### src/rtl/core/key_press_classifier_macros.svh
// Assertion macros for the key press classifier.
`ifndef KEY_PRESS_CLASSIFIER_MACROS_SVH
`define KEY_PRESS_CLASSIFIER_MACROS_SVH

`ifndef ASSERT_OFF
`define KPC_ASSERT(lbl, clk, rst_n, prop) \
    lbl: assert property (@(posedge clk) disable iff (!rst_n) prop) \
        else $error("assertion failed");
`define KPC_ASSERT_NEVER(lbl, clk, rst_n, expr) \
    lbl: assert property (@(posedge clk) disable iff (!rst_n) !(expr)) \
        else $error("forbidden condition seen");
`else
`define KPC_ASSERT(lbl, clk, rst_n, prop)
`define KPC_ASSERT_NEVER(lbl, clk, rst_n, expr)
`endif

`endif

### src/rtl/core/kpc_pkg.sv
package kpc_pkg;

    localparam int NUM_KEYS_DEF = 32;
    localparam int KEY_IDX_W    = 5;
    localparam int CFG_IDX_W    = 8;

    localparam logic [15:0] LONG_THR_RST  = 16'd1000;
    localparam logic [15:0] SHORT_THR_RST = 16'd50;

    localparam logic [CFG_IDX_W-1:0] REG_KEY_ENABLE   = 8'd0;
    localparam logic [CFG_IDX_W-1:0] REG_ACTIVE_LEVEL = 8'd1;
    localparam logic [CFG_IDX_W-1:0] REG_TOGGLE_MODE  = 8'd2;
    localparam logic [CFG_IDX_W-1:0] REG_SHORT_MASK   = 8'd3;
    localparam logic [CFG_IDX_W-1:0] REG_LONG_MASK    = 8'd4;
    localparam logic [CFG_IDX_W-1:0] REG_TOGGLE_MASK  = 8'd5;
    localparam logic [CFG_IDX_W-1:0] REG_LONG_THR     = 8'd6;
    localparam logic [CFG_IDX_W-1:0] REG_SHORT_THR    = 8'd7;

    // Previous level code meaning "not seen yet"
    localparam logic [1:0] LEVEL_UNKNOWN = 2'd2;

    typedef enum logic [1:0] {
        KIND_SHORT  = 2'd0,
        KIND_LONG   = 2'd1,
        KIND_TOGGLE = 2'd2
    } t_kind;

    typedef struct packed {
        logic [31:0] pin_levels;
        logic [31:0] now_ms;
    } t_scan;

    typedef struct packed {
        t_kind                event_kind;
        logic [KEY_IDX_W-1:0] key_index;
        logic                 toggle_level;
        logic                 last_event;
    } t_event;

    typedef struct packed {
        logic press_level;
        logic toggle_mode;
        logic short_en;
        logic long_en;
        logic toggle_en;
    } t_lane_cfg;

    typedef struct packed {
        logic  valid;
        t_kind kind;
        logic  level;
    } t_lane_evt;

endpackage

### src/rtl/core/kpc_lane.sv
module kpc_lane (
    input  logic               i_clk,
    input  logic               i_rst_n,
    input  logic               i_clear,
    input  logic               i_step,
    input  logic               i_pin,
    input  logic [31:0]        i_now,
    input  kpc_pkg::t_lane_cfg i_cfg,
    input  logic [15:0]        i_long_thr,
    input  logic [15:0]        i_short_thr,
    output kpc_pkg::t_lane_evt o_evt
);
    import kpc_pkg::*;

    logic        r_held, n_held;
    logic [31:0] r_stamp, n_stamp;
    logic        r_latched, n_latched;
    logic [1:0]  r_prev, n_prev;

    logic        active;
    logic [31:0] dur;
    logic        ge_long;
    logic        ge_short;

    assign active   = (i_pin == i_cfg.press_level);
    assign dur      = i_now - r_stamp;
    assign ge_long  = (dur >= {16'd0, i_long_thr});
    assign ge_short = (dur >= {16'd0, i_short_thr});

    always_comb begin
        n_held    = r_held;
        n_stamp   = r_stamp;
        n_latched = r_latched;
        n_prev    = r_prev;
        o_evt     = '{valid: 1'b0, kind: KIND_SHORT, level: 1'b0};
        if (!i_cfg.toggle_mode) begin
            if (active && !r_held) begin
                n_held    = 1'b1;
                n_stamp   = i_now;
                n_latched = 1'b0;
            end else if (active) begin
                if (ge_long && !r_latched) begin
                    o_evt.valid = i_cfg.long_en;
                    o_evt.kind  = KIND_LONG;
                    n_latched   = 1'b1;
                end
            end else if (r_held) begin
                if (!ge_long && ge_short) begin
                    o_evt.valid = i_cfg.short_en;
                    o_evt.kind  = KIND_SHORT;
                end
                n_held = 1'b0;
            end
        end else begin
            if (r_prev != {1'b0, active}) begin
                n_prev    = {1'b0, active};
                n_stamp   = i_now;
                n_latched = 1'b0;
            end else if (!r_latched && ge_short) begin
                n_held      = active;
                o_evt.valid = i_cfg.toggle_en;
                o_evt.kind  = KIND_TOGGLE;
                o_evt.level = active;
                n_latched   = 1'b1;
            end
        end
    end

    always_ff @(posedge i_clk) begin
        if (!i_rst_n || i_clear) begin
            r_held    <= 1'b0;
            r_stamp   <= '0;
            r_latched <= 1'b0;
            r_prev    <= LEVEL_UNKNOWN;
        end else if (i_step) begin
            r_held    <= n_held;
            r_stamp   <= n_stamp;
            r_latched <= n_latched;
            r_prev    <= n_prev;
        end
    end

endmodule

### config.mk
export PLATFORM = sky130hd
export DESIGN_NAME = kpc_lane
export DESIGN_NICKNAME = d
export VERILOG_FILES = /design/src/rtl/core/key_press_classifier_macros.svh /design/src/rtl/core/kpc_pkg.sv /design/src/rtl/core/kpc_lane.sv
export SDC_FILE = /design/constraint.sdc
export NUM_CORES = 1
export LEC_CHECK = 0
export BUFFER_PORTS_ARGS = -buffer_cell sky130_fd_sc_hd__buf_2
export CAP_MARGIN = 10
export CORE_MARGIN = 10
export CORE_UTILIZATION = 50
export DETAILED_ROUTE_END_ITERATION = 10
export PLACE_DENSITY = 0.86
export SETUP_SLACK_MARGIN = 0.5
export SYNTH_ARGS = -nofsm -noshare
export SYNTH_HDL_FRONTEND = slang
export SYNTH_SLANG_ARGS = --single-unit
### constraint.sdc
create_clock -name i_clk -period 3.5 [get_ports i_clk]
set_input_delay 0.35 -clock i_clk [delete_from_list [all_inputs] [get_ports i_clk]]
set_output_delay 0.35 -clock i_clk [all_outputs]
set_load 0.005 [all_outputs]
==> Word level (Yosys, flattened, before mapping) <==
Cells that the tools add are included.
{ "word_totals": {"register_bits": 36, "latchBits": 0, "ram_bits": 0, "rom_bits": 0, "input_bits": 74, "output_inout_bits": 4, "wordCells": 53, "mem_count": 0} }
{ "classes": {"add_sub_neg": 1, "multipliers": 0, "div": 0, "order_cmp": 2, "eq_ne": 7, "shift": 0, "muxes": 23, "n_bitwise": 0, "reduce_logical": 16} }
{ "ops": {"columns": ["op", "n"], "rows": [
  ["2-to-1 mux 32 bit", 3],
  ["greater-or-equal comparator 32 x 16 -> 1 bit", 2],
  ["subtractor 32 bit", 1],
  ["2-to-1 mux 3 bit", 6],
  ["2-to-1 mux 1 bit", 12],
  ["2-to-1 mux 4 bit", 2],
  ["AND reduction 4 bit", 2],
  ["AND reduction 3 bit", 2],
  ["nonzero test 3 bit", 2],
  ["logical AND 1 bit", 4],
  ["logical NOT 1 bit", 4],
  ["!= test 2 x 1 -> 1 bit (second input constant)", 2],
  ["!= test 3 x 1 -> 1 bit (second input constant)", 1],
  ["!= test 3 x 2 -> 1 bit (second input constant)", 1],
  ["!= test 2 x 1 -> 1 bit", 1],
  ["!= test 2 bit (second input constant)", 1],
  ["nonzero test 2 bit", 1],
  ["== test 1 bit", 1],
  ["logical OR 1 bit", 1]
]} }

==> Longest topological paths before layout <==
Gate-level depths: netlist of run 1.
{ "depth": {"word_depth": 9, "mapped_depth": 19, "depth_no_buf": 19} }

==> Worst setup path before layout of run 1 <==
Ideal clock, no wire load.
{ "synth_timing": {"kind": "input to output", "from": "input port i_now[0]", "to": "output port o_evt[3] (netlist bit)", "t_arrival_ns": 3.456, "slack_ns": -0.306, "path_stages": 16, "n_path_buf": 0, "cell_sequence": "inv_1 -> ha_1 -> fa_1 -> nand2b_1 -> a21oi_1 -> nor2_1 -> xnor2_1 -> ha_1 -> a21o_1 -> a2111oi_0 -> o31ai_1 -> a221oi_1 -> o21ai_0 -> a21o_1 -> o21a_1 -> a21o_1"} }
{ "synth_lines": {"columns": ["item", "line_no", "rtl"], "rows": [
  ["start, declared", "kpc_lane.sv:7", "input logic [31:0] i_now,"],
  ["end, declared", "kpc_lane.sv:11", "output kpc_pkg::t_lane_evt o_evt"]
]} }

==> tab_implementation.tex, run 1 <==
\begin{tabular}{lr}
\hline
Metric & Value \\
\hline
\multicolumn{2}{l}{\textbf{Run status}} \\
\quad Run status & finished, violations left \\
\quad Violations in the final reports & negative setup slack \\
\multicolumn{2}{l}{\textbf{Global route}} \\
\quad Initial antenna violation count & 0 \\
\quad Via count of the first global-routing pass & just under 5000 \\
\quad Largest net degree at the start of global routing & 36 \\
\quad Overflow after GRT & 0 \\
\quad Wire length of the first global-routing pass & about 22000 µm \\
\quad Overall track demand over capacity in global routing & 0.205 \\
\multicolumn{2}{l}{\textbf{Yosys}} \\
\quad Flip-flop and latch count after synthesis & 36 \\
\quad Fraction of the yosys area taken by sequential cells & 0.170 \\
\quad Average instance area after synthesis & around 7.5 µm² \\
\quad Primary flip-flop cell chosen by synthesis mapping & sky130\_fd\_sc\_hd\_\_dfxtp\_1 \\
\quad Total number of yosys warnings & 0 \\
\quad Count of cell types in the netlist & 58 \\
\quad Mapped Nets & 705 \\
\quad Post-synth ARST share & 0 \\
\quad Post-synthesis instance area & about 4200 µm² \\
\quad EDFF count, synth & 0 \\
\quad Cells after Synth & 567 \\
\multicolumn{2}{l}{\textbf{Die}} \\
\quad Die Ht & between 100 and 150 µm \\
\quad Floorplan die area & between 10000 and 15000 µm² \\
\quad Initial core utilization & 0.516 \\
\quad Die X & 112 µm \\
\quad Number of rows created at floorplan & 33 \\
\quad I/O pin count & slightly below 80 \\
\quad Standard cell core area & between 8000 and 9000 µm² \\
\multicolumn{2}{l}{\textbf{Cells and area}} \\
\quad Fill cell count & roughly 600 \\
\quad Antenna cells & 0 \\
\quad Final nets & 893 \\
\quad Fraction of layout cells with a size suffix above 1 & 0.353 \\
\quad Layout-stage area growth over the synthesis result & 43.2\% \\
\multicolumn{2}{l}{\textbf{STA}} \\
\quad Setup violators final & 5 \\
\quad Clock period minus final worst setup slack & 4060 ps \\
\quad Max Clock Skew & between 4 and 5 ps \\
\quad Final Hold Fails & 0 \\
\quad Setup repair after global routing missed its margin & yes \\
\quad Tightest Pin Transition & just over 700 ps \\
\quad Final clock period utilization by the worst path & 1.16 \\
\quad Max-slew violation count & 0 \\
\quad Final setup slack of the worst path & -560 ps \\
\quad Headroom to the max-slew limit & 0.518 \\
\quad Fmax & 246 MHz \\
\quad Final hold slack & 302 ps \\
\multicolumn{2}{l}{\textbf{Route}} \\
\quad Routed wire length & roughly 14000 µm \\
\quad DR WL/cell & 16.3 µm \\
\quad Number of DRC markers in iteration 0 & approximately 300 \\
\quad DR DRC count & 0 \\
\quad Count of TritonRoute iterations in the first routing pass & 7 \\
\quad Total number of vias & about 4800 \\
\quad Mean number of vias per cell & 5.61 \\
\quad Post-detailed-route count of antenna-violating nets & 0 \\
\multicolumn{2}{l}{\textbf{Critical path}} \\
\quad Endpoint of the most critical register-to-register path & r\_held \\
\quad Reg2Reg Setup Slack & -30 ps \\
\quad Data arrival time of the critical path & $\sim$3700 ps \\
\quad Crit Path Max Fanout & 3 \\
\quad Critical path endpoint category & output port \\
\quad Crit path to & o\_evt[0] \\
\quad Worst Setup Start Kind & flop \\
\quad Crit Path Class & flop to output port \\
\quad Reg2Reg Depth & 18 \\
\quad Start of the worst register-to-register path & r\_stamp[0] \\
\quad Launch point of the critical path & r\_stamp[0] \\
\quad Data required time of the worst path & $\sim$3200 ps \\
\multicolumn{2}{l}{\textbf{Clocking}} \\
\quad TritonCTS Buffers & 5 \\
\quad Latest clock arrival within the worst-skew pair & 300 ps \\
\quad Clock root cell & sky130\_fd\_sc\_hd\_\_clkbuf\_8 \\
\quad CTS sink cnt & 36 \\
\quad Longest Clk Path Bufs & 2 \\
\quad Register clock-pin slew on the reported worst setup and hold paths & $\sim$80 ps \\
\quad CTS tree & yes \\
\quad Hold bufs inserted after CTS & 0 \\
\quad CTS H-tree depth & 2 \\
\multicolumn{2}{l}{\textbf{Min path}} \\
\quad Type of the most critical hold path & primary input to flop \\
\multicolumn{2}{l}{\textbf{Flow run}} \\
\quad Max-cap check violation count & 0 \\
\multicolumn{2}{l}{\textbf{Power}} \\
\quad Pwr dens & between 200 and 300 nW/µm² \\
\quad Leakage power figure & 0.00295 µW \\
\quad Worst IR drop on VDD & between 0.2 and 0.25 mV \\
\multicolumn{2}{l}{\textbf{Placement}} \\
\quad DP Wirelength & 11000 µm \\
\quad Port buffer count & between 70 and 80 \\
\quad Worst slack at placement & -599 ps \\
\quad Final GP Congestion & a little under 1 \\
\hline
\end{tabular}
registers in the layout (all words and copies together), names as in the netlist:
signal	cells
r_stamp	32
r_prev	2
r_held	1
r_latched	1
power breakdown:
part / internal (µW) / switching (µW) / total [µW]
Combinational: 473 / 485 / 959
Clock: 160 / 163 / 324
Sequential: 423 / 7.82 / 431
placed cells by master (no fill, tap or decap), drive strengths merged, types with 3 or more instances in the layout:
master	Yosys	final
clkbuf	10	7
nor4	5	5
o21ai	30	30
nand4	12	12
a211o	3	3
o21bai	5	5
o21a	10	10
xor2	9	9
a221oi	4	4
o31ai	3	3
nor2	64	64
a211oi	3	3
xnor2	18	18
nor2b	5	5
a21o	20	20
o221ai	3	3
nor3	6	6
and3	6	6
o211ai	4	4
nand2b	14	14
inv	72	72
mux2i	34	34
and2	7	7
nand2	35	35
nand3	12	12
a21oi	41	41
ha	63	63
buf	5	196
a2111oi	4	4
dfxtp	36	36
synth_stat cells, types with 2 or more instances:
library cell / number / area (µm²)
sky130_fd_sc_hd__inv_1: 71 / 267
sky130_fd_sc_hd__nor2_1: 64 / 240
sky130_fd_sc_hd__ha_1: 63 / 788
sky130_fd_sc_hd__a21oi_1: 41 / 205
sky130_fd_sc_hd__dfxtp_1: 36 / 721
sky130_fd_sc_hd__nand2_1: 35 / 131
sky130_fd_sc_hd__mux2i_1: 34 / 340
sky130_fd_sc_hd__a21o_1: 20 / 150
sky130_fd_sc_hd__o21ai_0: 20 / 100
sky130_fd_sc_hd__xnor2_1: 18 / 158
sky130_fd_sc_hd__nand2b_1: 14 / 87.6
sky130_fd_sc_hd__nand3_1: 12 / 60.1
sky130_fd_sc_hd__nand4_1: 12 / 75.1
sky130_fd_sc_hd__clkbuf_1: 10 / 37.5
sky130_fd_sc_hd__o21a_1: 10 / 75.1
sky130_fd_sc_hd__o21ai_1: 9 / 45.0
sky130_fd_sc_hd__xor2_1: 9 / 78.8
sky130_fd_sc_hd__and2_1: 7 / 43.8
sky130_fd_sc_hd__and3_1: 6 / 37.5
sky130_fd_sc_hd__nor3_1: 6 / 30.0
sky130_fd_sc_hd__nor2b_1: 5 / 31.3
sky130_fd_sc_hd__o21bai_1: 5 / 37.5
sky130_fd_sc_hd__nor4_1: 4 / 25.0
sky130_fd_sc_hd__o211ai_1: 4 / 30.0
sky130_fd_sc_hd__a2111oi_0: 3 / 26.3
sky130_fd_sc_hd__a211o_1: 3 / 26.3
sky130_fd_sc_hd__a211oi_1: 3 / 22.5
sky130_fd_sc_hd__a221oi_1: 3 / 26.3
sky130_fd_sc_hd__o221ai_1: 3 / 26.3
sky130_fd_sc_hd__o31ai_1: 3 / 22.5
sky130_fd_sc_hd__a311o_1: 2 / 20.0
sky130_fd_sc_hd__a31oi_1: 2 / 12.5
sky130_fd_sc_hd__buf_1: 2 / 7.51
sky130_fd_sc_hd__buf_2: 2 / 10.0
sky130_fd_sc_hd__o2111ai_1: 2 / 17.5
sky130_fd_sc_hd__o31a_1: 2 / 17.5
timing repair:
item / in CTS / in global routing
buffers inserted: 7 / 6
pin swaps: 46 / 30
hold endpoints to repair: 0 / 0
resized for setup: 33 / 28
setup endpoints to repair: 6 / 6
cloned: 0 / 0
metal layers:
layer	up-vias	share of wire	global-route usage
met5	-	0	0
met4	0	0.021	0.0465
met3	30	0.059	0.0362
met2	175	0.48	0.354
met1	2252	0.44	0.258
li1	2373	-	-
critical path: stages, from the launching register on:
cell                        delay (ps)
sky130_fd_sc_hd__dfxtp_2           340
sky130_fd_sc_hd__ha_4              160
sky130_fd_sc_hd__fa_2              350
sky130_fd_sc_hd__nand2b_4          160
sky130_fd_sc_hd__nand2b_1           70
sky130_fd_sc_hd__a21oi_1            70
sky130_fd_sc_hd__xnor2_1           240
sky130_fd_sc_hd__ha_1              300
sky130_fd_sc_hd__a21oi_1           190
sky130_fd_sc_hd__nor2_1            100
sky130_fd_sc_hd__a2111oi_4         210
sky130_fd_sc_hd__o31ai_2           130
sky130_fd_sc_hd__a221oi_2          300
sky130_fd_sc_hd__o21ai_1           110
sky130_fd_sc_hd__a21o_1            190
sky130_fd_sc_hd__o21a_1            210
sky130_fd_sc_hd__and2_1            160
sky130_fd_sc_hd__buf_2             120
final cells by class:
| type | instances | area [µm²] | area share |
|---|---|---|---|
| Multi-Input combinational cell | 443 | 3550 | 0.584 |
| Timing Repair Buffer | 196 | 1290 | 0.212 |
| Sequential cell | 36 | 726 | 0.119 |
| Inverter | 73 | 287 | 0.0472 |
| Tap cell | 105 | 131 | 0.0216 |
| Clock buffer | 7 | 86.3 | 0.0142 |
| Clock inverter | 1 | 7.51 | 0.00124 |
cells by family after synthesis:
kind of cell | Yosys count | share of synthesized area
fa+ha+maj | 64 | 0.191
compound gates | 147 | 0.230
flops | 36 | 0.170
simple gates | 170 | 0.190
xor+xnor | 27 | 0.0558
buf+inv | 88 | 0.0803
mux | 35 | 0.0829
per-stage QoR:
| stage | power, µW | TNS (ps) | instances | utilization | cell area [µm²] |
|---|---|---|---|---|---|
| 2_1_floorplan | 919 | -69.2 | 567 | - | 4330 |
| 3_3_place_gp | 1220 | -1770 | 840 | 0.680 | 5580 |
| 3_5_place_dp | 1250 | -2540 | 840 | 0.680 | 5580 |
| 4_1_cts | 1630 | -1670 | 855 | 0.714 | 5870 |
| 5_1_grt | 1830 | -2740 | 861 | 0.739 | 6070 |
| 6_report | 1710 | -1850 | 861 | 0.739 | 6070 |
worst min path at each step:
| stage | from | end | slack (ps) | cells past startpoint |
|---|---|---|---|---|
| global route | i_now[28] | r_stamp[28] | 320 | 3 |
| detailed placement | r_stamp[9] | r_stamp[9] | 480 | 2 |
| global placement | r_stamp[18] | r_stamp[18] | 470 | 2 |
| finish | i_now[18] | r_stamp[18] | 300 | 3 |
| floorplan | r_prev[1] | r_prev[1] | 450 | 1 |
| CTS | i_now[27] | r_stamp[27] | 300 | 3 |
Power figures use the tool's default switching activity.
==> inputs of run 2 (changes only) <==
PLACE_DENSITY = 0.83   (was 0.86)
RECOVER_POWER = 100   (was default)
clock period = 4.9 ns   (was 3.5 ns; I/O delays follow)
==> tab_implementation.tex, run 2 (synthesis gave the netlist of run 1 again) <==
\begin{tabular}{lr}
\hline
Metric & Value \\
\hline
\multicolumn{2}{l}{\textbf{Global route}} \\
\quad Largest net degree at the start of global routing & 36 \\
\quad Initial antenna violation count & 0 \\
\quad Overflow after GRT & 0 \\
\quad Via count of the first global-routing pass & approximately 4200 \\
\quad Wire length of the first global-routing pass & around 19000 µm \\
\quad Overall track demand over capacity in global routing & 0.173 \\
\multicolumn{2}{l}{\textbf{Clocking}} \\
\quad Register clock-pin slew on the reported worst setup and hold paths & 80 ps \\
\quad Longest Clk Path Bufs & 2 \\
\quad Hold bufs inserted after CTS & 0 \\
\quad TritonCTS Buffers & 5 \\
\quad Latest clock arrival within the worst-skew pair & 290 ps \\
\quad CTS sink cnt & 36 \\
\quad Clock root cell & sky130\_fd\_sc\_hd\_\_clkbuf\_8 \\
\quad CTS H-tree depth & 2 \\
\quad CTS tree & yes \\
\multicolumn{2}{l}{\textbf{Cells and area}} \\
\quad Flip-flop count of the largest register, all copies and words added & 32 \\
\quad Most frequent standard cell in the layout excluding fill and tap cells & sky130\_fd\_sc\_hd\_\_buf\_2 \\
\quad Largest register by flop count & r\_stamp \\
\quad Fill cell count & 729 \\
\quad Fraction of layout cells with a size suffix above 1 & 0.189 \\
\quad Storage cell area & a little over 700 µm² \\
\quad Commonest cells after routing, fill and taps aside & sky130\_fd\_sc\_hd\_\_buf\_2 (76), sky130\_fd\_sc\_hd\_\_inv\_1 (70), sky130\_fd\_sc\_hd\_\_nor2\_1 (62) \\
\quad Final nets & between 700 and 800 \\
\quad Biggest registers after layout & r\_stamp: 32 flops, r\_prev: 2 flops \\
\quad Area of the multi-input gates & 3410 µm² \\
\quad Antenna cells & 0 \\
\quad Layout-stage area growth over the synthesis result & 19.3\% \\
\multicolumn{2}{l}{\textbf{STA}} \\
\quad Fmax & around 230 MHz \\
\quad Setup violators final & 0 \\
\quad Headroom to the max-slew limit & -0.604 \\
\quad Final Hold Fails & 0 \\
\quad Tightest Pin Transition & roughly 2400 ps \\
\quad Max Clock Skew & roughly 3.6 ps \\
\quad Final setup slack of the worst path & about 500 ps \\
\quad Max-slew violation count & 36 \\
\quad Sum of negative setup slack & 0 ps \\
\quad Final clock period utilization by the worst path & 0.901 \\
\quad Clock period minus final worst setup slack & roughly 4400 ps \\
\quad Setup repair after global routing missed its margin & yes \\
\multicolumn{2}{l}{\textbf{Die}} \\
\quad Initial core utilization & 0.516 \\
\quad Floorplan die area & 12600 µm² \\
\quad Die Ht & 112 µm \\
\quad I/O pin count & 78 \\
\quad Die X & 112 µm \\
\quad Number of rows created at floorplan & 33 \\
\quad Standard cell core area & approximately 8200 µm² \\
\multicolumn{2}{l}{\textbf{Power}} \\
\quad Pwr dens & roughly 210 nW/µm² \\
\quad Leakage power figure & 0.00238 µW \\
\quad Worst IR drop on VDD & around 0.12 mV \\
\multicolumn{2}{l}{\textbf{Route}} \\
\quad Number of DRC markers in iteration 0 & around 280 \\
\quad Mean number of vias per cell & around 5.7 \\
\quad Routed wire length & between 10000 and 15000 µm \\
\quad Total number of vias & 4297 \\
\quad Post-detailed-route count of antenna-violating nets & 0 \\
\quad Count of TritonRoute iterations in the first routing pass & 6 \\
\quad DR DRC count & 0 \\
\quad DR WL/cell & $\sim$16 µm \\
\multicolumn{2}{l}{\textbf{Critical path}} \\
\quad Slowest stage cell, crit path & sky130\_fd\_sc\_hd\_\_dfxtp\_1 \\
\quad Cells traversed along the worst timing path & inv\_1 -> ha\_4 -> o211ai\_1 -> a21oi\_1 -> o21bai\_1 -> nand2\_1 -> xor2\_1 -> ha\_4 -> nand3\_2 -> nor2\_1 -> a2111oi\_4 -> o31ai\_1 -> a221oi\_2 -> o21ai\_0 -> a21o\_1 -> o21a\_1 -> a21o\_1 -> buf\_2 \\
\quad Longest individual stage delay on the worst path & 340 ps \\
\quad Crit Path Class & flop to output port \\
\quad Critical path endpoint category & output port \\
\quad Crit Path Max Fanout & 4 \\
\quad Data required time of the worst path & roughly 4400 ps \\
\quad Data arrival time of the critical path & 3920 ps \\
\quad Worst Setup Start Kind & flop \\
\multicolumn{2}{l}{\textbf{Placement}} \\
\quad Port buffer count & 77 \\
\quad Worst slack at placement & a little over 7 ps \\
\quad DP Wirelength & slightly above 9000 µm \\
\quad Final GP Congestion & around 0.96 \\
\multicolumn{2}{l}{\textbf{Run status}} \\
\quad Violations in the final reports & max-capacitance violations, max-slew violations \\
\quad Run status & finished, violations left \\
\multicolumn{2}{l}{\textbf{Flow run}} \\
\quad Max-cap check violation count & 1 \\
\multicolumn{2}{l}{\textbf{Min path}} \\
\quad Type of the most critical hold path & primary input to flop \\
\hline
\end{tabular}
## run 2: layout make-up
cell class	count	area share
multi-input cells	443	0.673
clock buffers	6	0.0163
well taps	105	0.0260
flip-flops and latches	36	0.143
clock inverters	2	0.00272
inverters	73	0.0542
repair buffers	84	0.0848
## run 2: final timing paths
check                      to  slack (ps)  depth (start not counted)   startpoint
setup / recovery     o_evt[3]         490                         18   r_stamp[2]
hold / removal    r_stamp[25]         450                          3    i_now[25]
setup reg to reg       r_held         940                         20   r_stamp[2]
hold reg to reg   r_stamp[25]         490                          2  r_stamp[25]
## run 2: per-layer routing
metal / vias up / wire length (µm) / global-route usage
met2: 139 / 5770 / 0.299
met5: - / 0 / 0
met4: 0 / 208 / 0.0448
met1: 1986 / 5160 / 0.214
li1: 2152 / - / -
met3: 20 / 673 / 0.0351
## run 2: critical path: cells and delay by family (launching register included)
family	cells	cell delay, ps
and+or+nand+nor	3	240
adders and majority gates	2	590
AOI/OAI and AO/OA	10	1940
xor gates and xnor gates	1	340
buffers and inverters	2	190
DFF	1	340
## run 2: timing repair
action	4_1_cts	5_1_grt
endpoints found under the setup margin	3	4
endpoints found under the hold margin	0	0
pin swaps	6	16
buffers inserted	2	3
gates cloned	0	0
gates resized for setup	15	27
## run 2: stage by stage
stage	instance area [µm²]	util	total power (µW)	hold WS [ps]	instances
floorplan	4240	-	643	451	567
global placement	4720	0.574	747	474	736
detailed placement	4720	0.574	762	483	736
CTS	4920	0.598	1030	446	746
global route	5060	0.616	1140	454	749
finish	5060	0.616	1060	445	749
## run 2: report_power, final
part           switching [µW]  leakage [µW]  internal, µW
combinational             289       0.00204           229
clock                     118     0.0000516           115
sequential               5.50      0.000293           302
total                     413       0.00238           646
==> inputs of run 3 (changes only) <==
CORE_UTILIZATION = 62   (was 50)
GPL_TIMING_DRIVEN = 0   (was default)
PLACE_DENSITY = 0.95   (was 0.83)
==> tab_implementation.tex, run 3 (synthesis gave the netlist of run 1 again) <==
\begin{tabular}{lr}
\hline
Metric & Value \\
\hline
\multicolumn{2}{l}{\textbf{Run status}} \\
\quad Run status & completed \\
\multicolumn{2}{l}{\textbf{Clocking}} \\
\quad CTS sink cnt & 36 \\
\quad CTS tree & yes \\
\quad Register clock-pin slew on the reported worst setup and hold paths & roughly 80 ps \\
\quad Longest Clk Path Bufs & 2 \\
\quad Clock root cell & sky130\_fd\_sc\_hd\_\_clkbuf\_8 \\
\quad CTS H-tree depth & 2 \\
\quad TritonCTS Buffers & 5 \\
\quad Latest clock arrival within the worst-skew pair & 300 ps \\
\multicolumn{2}{l}{\textbf{Power}} \\
\quad Logic gate share of total power & 0.522 \\
\quad Cell Int Power & around 680 µW \\
\quad Portion of total power attributed to sequential cells & 0.269 \\
\quad Pwr dens & $\sim$220 nW/µm² \\
\quad Net switching power & about 460 µW \\
\quad Power share of the clock group & 0.209 \\
\quad Worst IR drop on VDD & 0.154 mV \\
\quad Switching Fraction & 0.405 \\
\quad Total power after layout & 1150 µW \\
\quad Leakage power figure & between 0.002 and 0.0025 µW \\
\multicolumn{2}{l}{\textbf{STA}} \\
\quad Max-slew violation count & 0 \\
\quad Clock period minus final worst setup slack & roughly 4700 ps \\
\quad Tightest Pin Transition & approximately 890 ps \\
\quad Sum of negative setup slack & 0 ps \\
\quad Max Clock Skew & about 9 ps \\
\quad Fmax & approximately 210 MHz \\
\quad Final clock period utilization by the worst path & 0.951 \\
\quad Setup violators final & 0 \\
\quad Final Hold Fails & 0 \\
\quad Setup repair after global routing missed its margin & no \\
\quad Headroom to the max-slew limit & 0.410 \\
\multicolumn{2}{l}{\textbf{Route}} \\
\quad Post-detailed-route count of antenna-violating nets & 0 \\
\quad DR DRC count & 0 \\
\quad Count of TritonRoute iterations in the first routing pass & 5 \\
\quad Total number of vias & approximately 4800 \\
\quad DR WL/cell & 19.6 µm \\
\quad Number of DRC markers in iteration 0 & 657 \\
\quad Mean number of vias per cell & 6.48 \\
\quad Routed wire length & 14600 µm \\
\multicolumn{2}{l}{\textbf{Global route}} \\
\quad Wire length of the first global-routing pass & 20300 µm \\
\quad Via count of the first global-routing pass & roughly 4600 \\
\quad Largest net degree at the start of global routing & 11 \\
\quad Overflow after GRT & 0 \\
\quad Initial antenna violation count & 0 \\
\quad Overall track demand over capacity in global routing & 0.234 \\
\multicolumn{2}{l}{\textbf{Die}} \\
\quad Standard cell core area & roughly 6700 µm² \\
\quad Die X & between 100 and 150 µm \\
\quad Number of rows created at floorplan & 30 \\
\quad Die Ht & 103 µm \\
\quad Initial core utilization & 0.631 \\
\quad I/O pin count & 78 \\
\quad Floorplan die area & 10500 µm² \\
\multicolumn{2}{l}{\textbf{Cells and area}} \\
\quad Final standard cell count with taps included and fillers excluded & between 700 and 800 \\
\quad Storage cell area & roughly 730 µm² \\
\quad Layout-stage area growth over the synthesis result & 22.5\% \\
\quad Fill cell count & 440 \\
\quad Most frequent standard cell in the layout excluding fill and tap cells & sky130\_fd\_sc\_hd\_\_buf\_2 \\
\quad Commonest cells after routing, fill and taps aside & sky130\_fd\_sc\_hd\_\_buf\_2 (76), sky130\_fd\_sc\_hd\_\_inv\_1 (70), sky130\_fd\_sc\_hd\_\_nor2\_1 (62) \\
\quad Area of the multi-input gates & 3440 µm² \\
\quad Flip-flop count of the largest register, all copies and words added & 32 \\
\quad Fraction of layout cells with a size suffix above 1 & 0.217 \\
\quad Share of the core filled with cells & 0.773 \\
\quad Antenna cells & 0 \\
\quad Biggest registers after layout & r\_stamp: 32 flops, r\_prev: 2 flops \\
\quad Final nets & approximately 800 \\
\quad Largest register by flop count & r\_stamp \\
\multicolumn{2}{l}{\textbf{Critical path}} \\
\quad Crit Path Class & flop to output port \\
\quad Critical path endpoint category & output port \\
\quad Reg2Reg Setup Slack & $\sim$700 ps \\
\quad Data required time of the worst path & around 4400 ps \\
\quad Worst Setup Start Kind & flop \\
\quad Crit Path Max Fanout & 8 \\
\quad Data arrival time of the critical path & $\sim$4200 ps \\
\multicolumn{2}{l}{\textbf{Placement}} \\
\quad Final GP Congestion & roughly 0.94 \\
\quad Number of placed cells counting well taps & approximately 720 \\
\quad Port buffer count & 76 \\
\quad DP Wirelength & $\sim$10000 µm \\
\multicolumn{2}{l}{\textbf{Min path}} \\
\quad Type of the most critical hold path & primary input to flop \\
\multicolumn{2}{l}{\textbf{Flow run}} \\
\quad Max-cap check violation count & 0 \\
\hline
\end{tabular}
[run 3: cell count changes in the layout (fill, tap and decap cells not counted), moves of 2 or more]
cell and delta:
sky130_fd_sc_hd__buf_4 +8, sky130_fd_sc_hd__clkbuf_2 +4, sky130_fd_sc_hd__clkbuf_1 +7, sky130_fd_sc_hd__ha_1 -4, sky130_fd_sc_hd__dfxtp_1 -4, sky130_fd_sc_hd__a21oi_2 +2
sky130_fd_sc_hd__buf_6 +2, sky130_fd_sc_hd__o21ai_1 +2, sky130_fd_sc_hd__a21oi_1 -2, sky130_fd_sc_hd__ha_4 +2, sky130_fd_sc_hd__dfxtp_2 +3, sky130_fd_sc_hd__ha_2 +2
[run 3: metrics by stage]
stage               hold WS (ps)  area, µm²  setup slack (ps)
global route                 466       5190              85.8
floorplan                    451       4240               814
finish                       447       5190               242
global placement             475       4720               212
detailed placement           488       4720               147
CTS                          447       4910               516
[run 3: cell type report]
| type | count | share of cell area |
|---|---|---|
| repair buffers | 90 | 0.0937 |
| multi-input cells | 443 | 0.662 |
| inverters | 73 | 0.0527 |
| well taps | 80 | 0.0193 |
| clock buffers | 7 | 0.0185 |
| plain buffers | 15 | 0.0137 |
| flip-flops and latches | 36 | 0.140 |
[run 3: worst paths after layout]
check                                 start          end  depth (start not counted)
worst max-delay path            r_stamp[26]     o_evt[3]                         14
worst min-delay path              i_now[23]  r_stamp[23]                          3
worst max register to register   r_stamp[0]       r_held                         19
worst min register to register  r_stamp[19]  r_stamp[19]                          2
[run 3: per-layer routing]
layer  global-route usage  routed length (µm)  part of all wire
met3               0.0449                1660              0.11
met1                0.274                5510              0.38
met2                0.404                6560              0.45
met5                    0                   0                 0
met4                0.106                 863             0.059
[run 3: power by group through the flow]
stage	Sequential [µW]	Clock, µW	Combinational, µW
after floorplan	313	0	330
after global placement	313	0	431
after detailed placement	314	0	456
after CTS	308	240	481
after global routing	309	251	633
final	308	240	598
[run 3: worst max-delay path, stage by stage (launching register included)]
cell and delay (ps):
sky130_fd_sc_hd__dfxtp_1 330, sky130_fd_sc_hd__inv_1 40, sky130_fd_sc_hd__ha_1 250, sky130_fd_sc_hd__buf_2 210, sky130_fd_sc_hd__nand3_1 220, sky130_fd_sc_hd__nor4_1 640
sky130_fd_sc_hd__nand2_1 240, sky130_fd_sc_hd__nor4b_1 560, sky130_fd_sc_hd__a211o_1 190, sky130_fd_sc_hd__o22ai_1 140, sky130_fd_sc_hd__a2111oi_4 410, sky130_fd_sc_hd__nand2_1 140
sky130_fd_sc_hd__o21a_1 230, sky130_fd_sc_hd__a21o_1 150, sky130_fd_sc_hd__buf_2 120
[run 3: what timing repair did]
action	in CTS	in global routing
pin swaps	11	30
resized for setup	15	47
cloned	0	0
buffers inserted	3	11
setup endpoints to repair	4	4
hold buffers	0	0
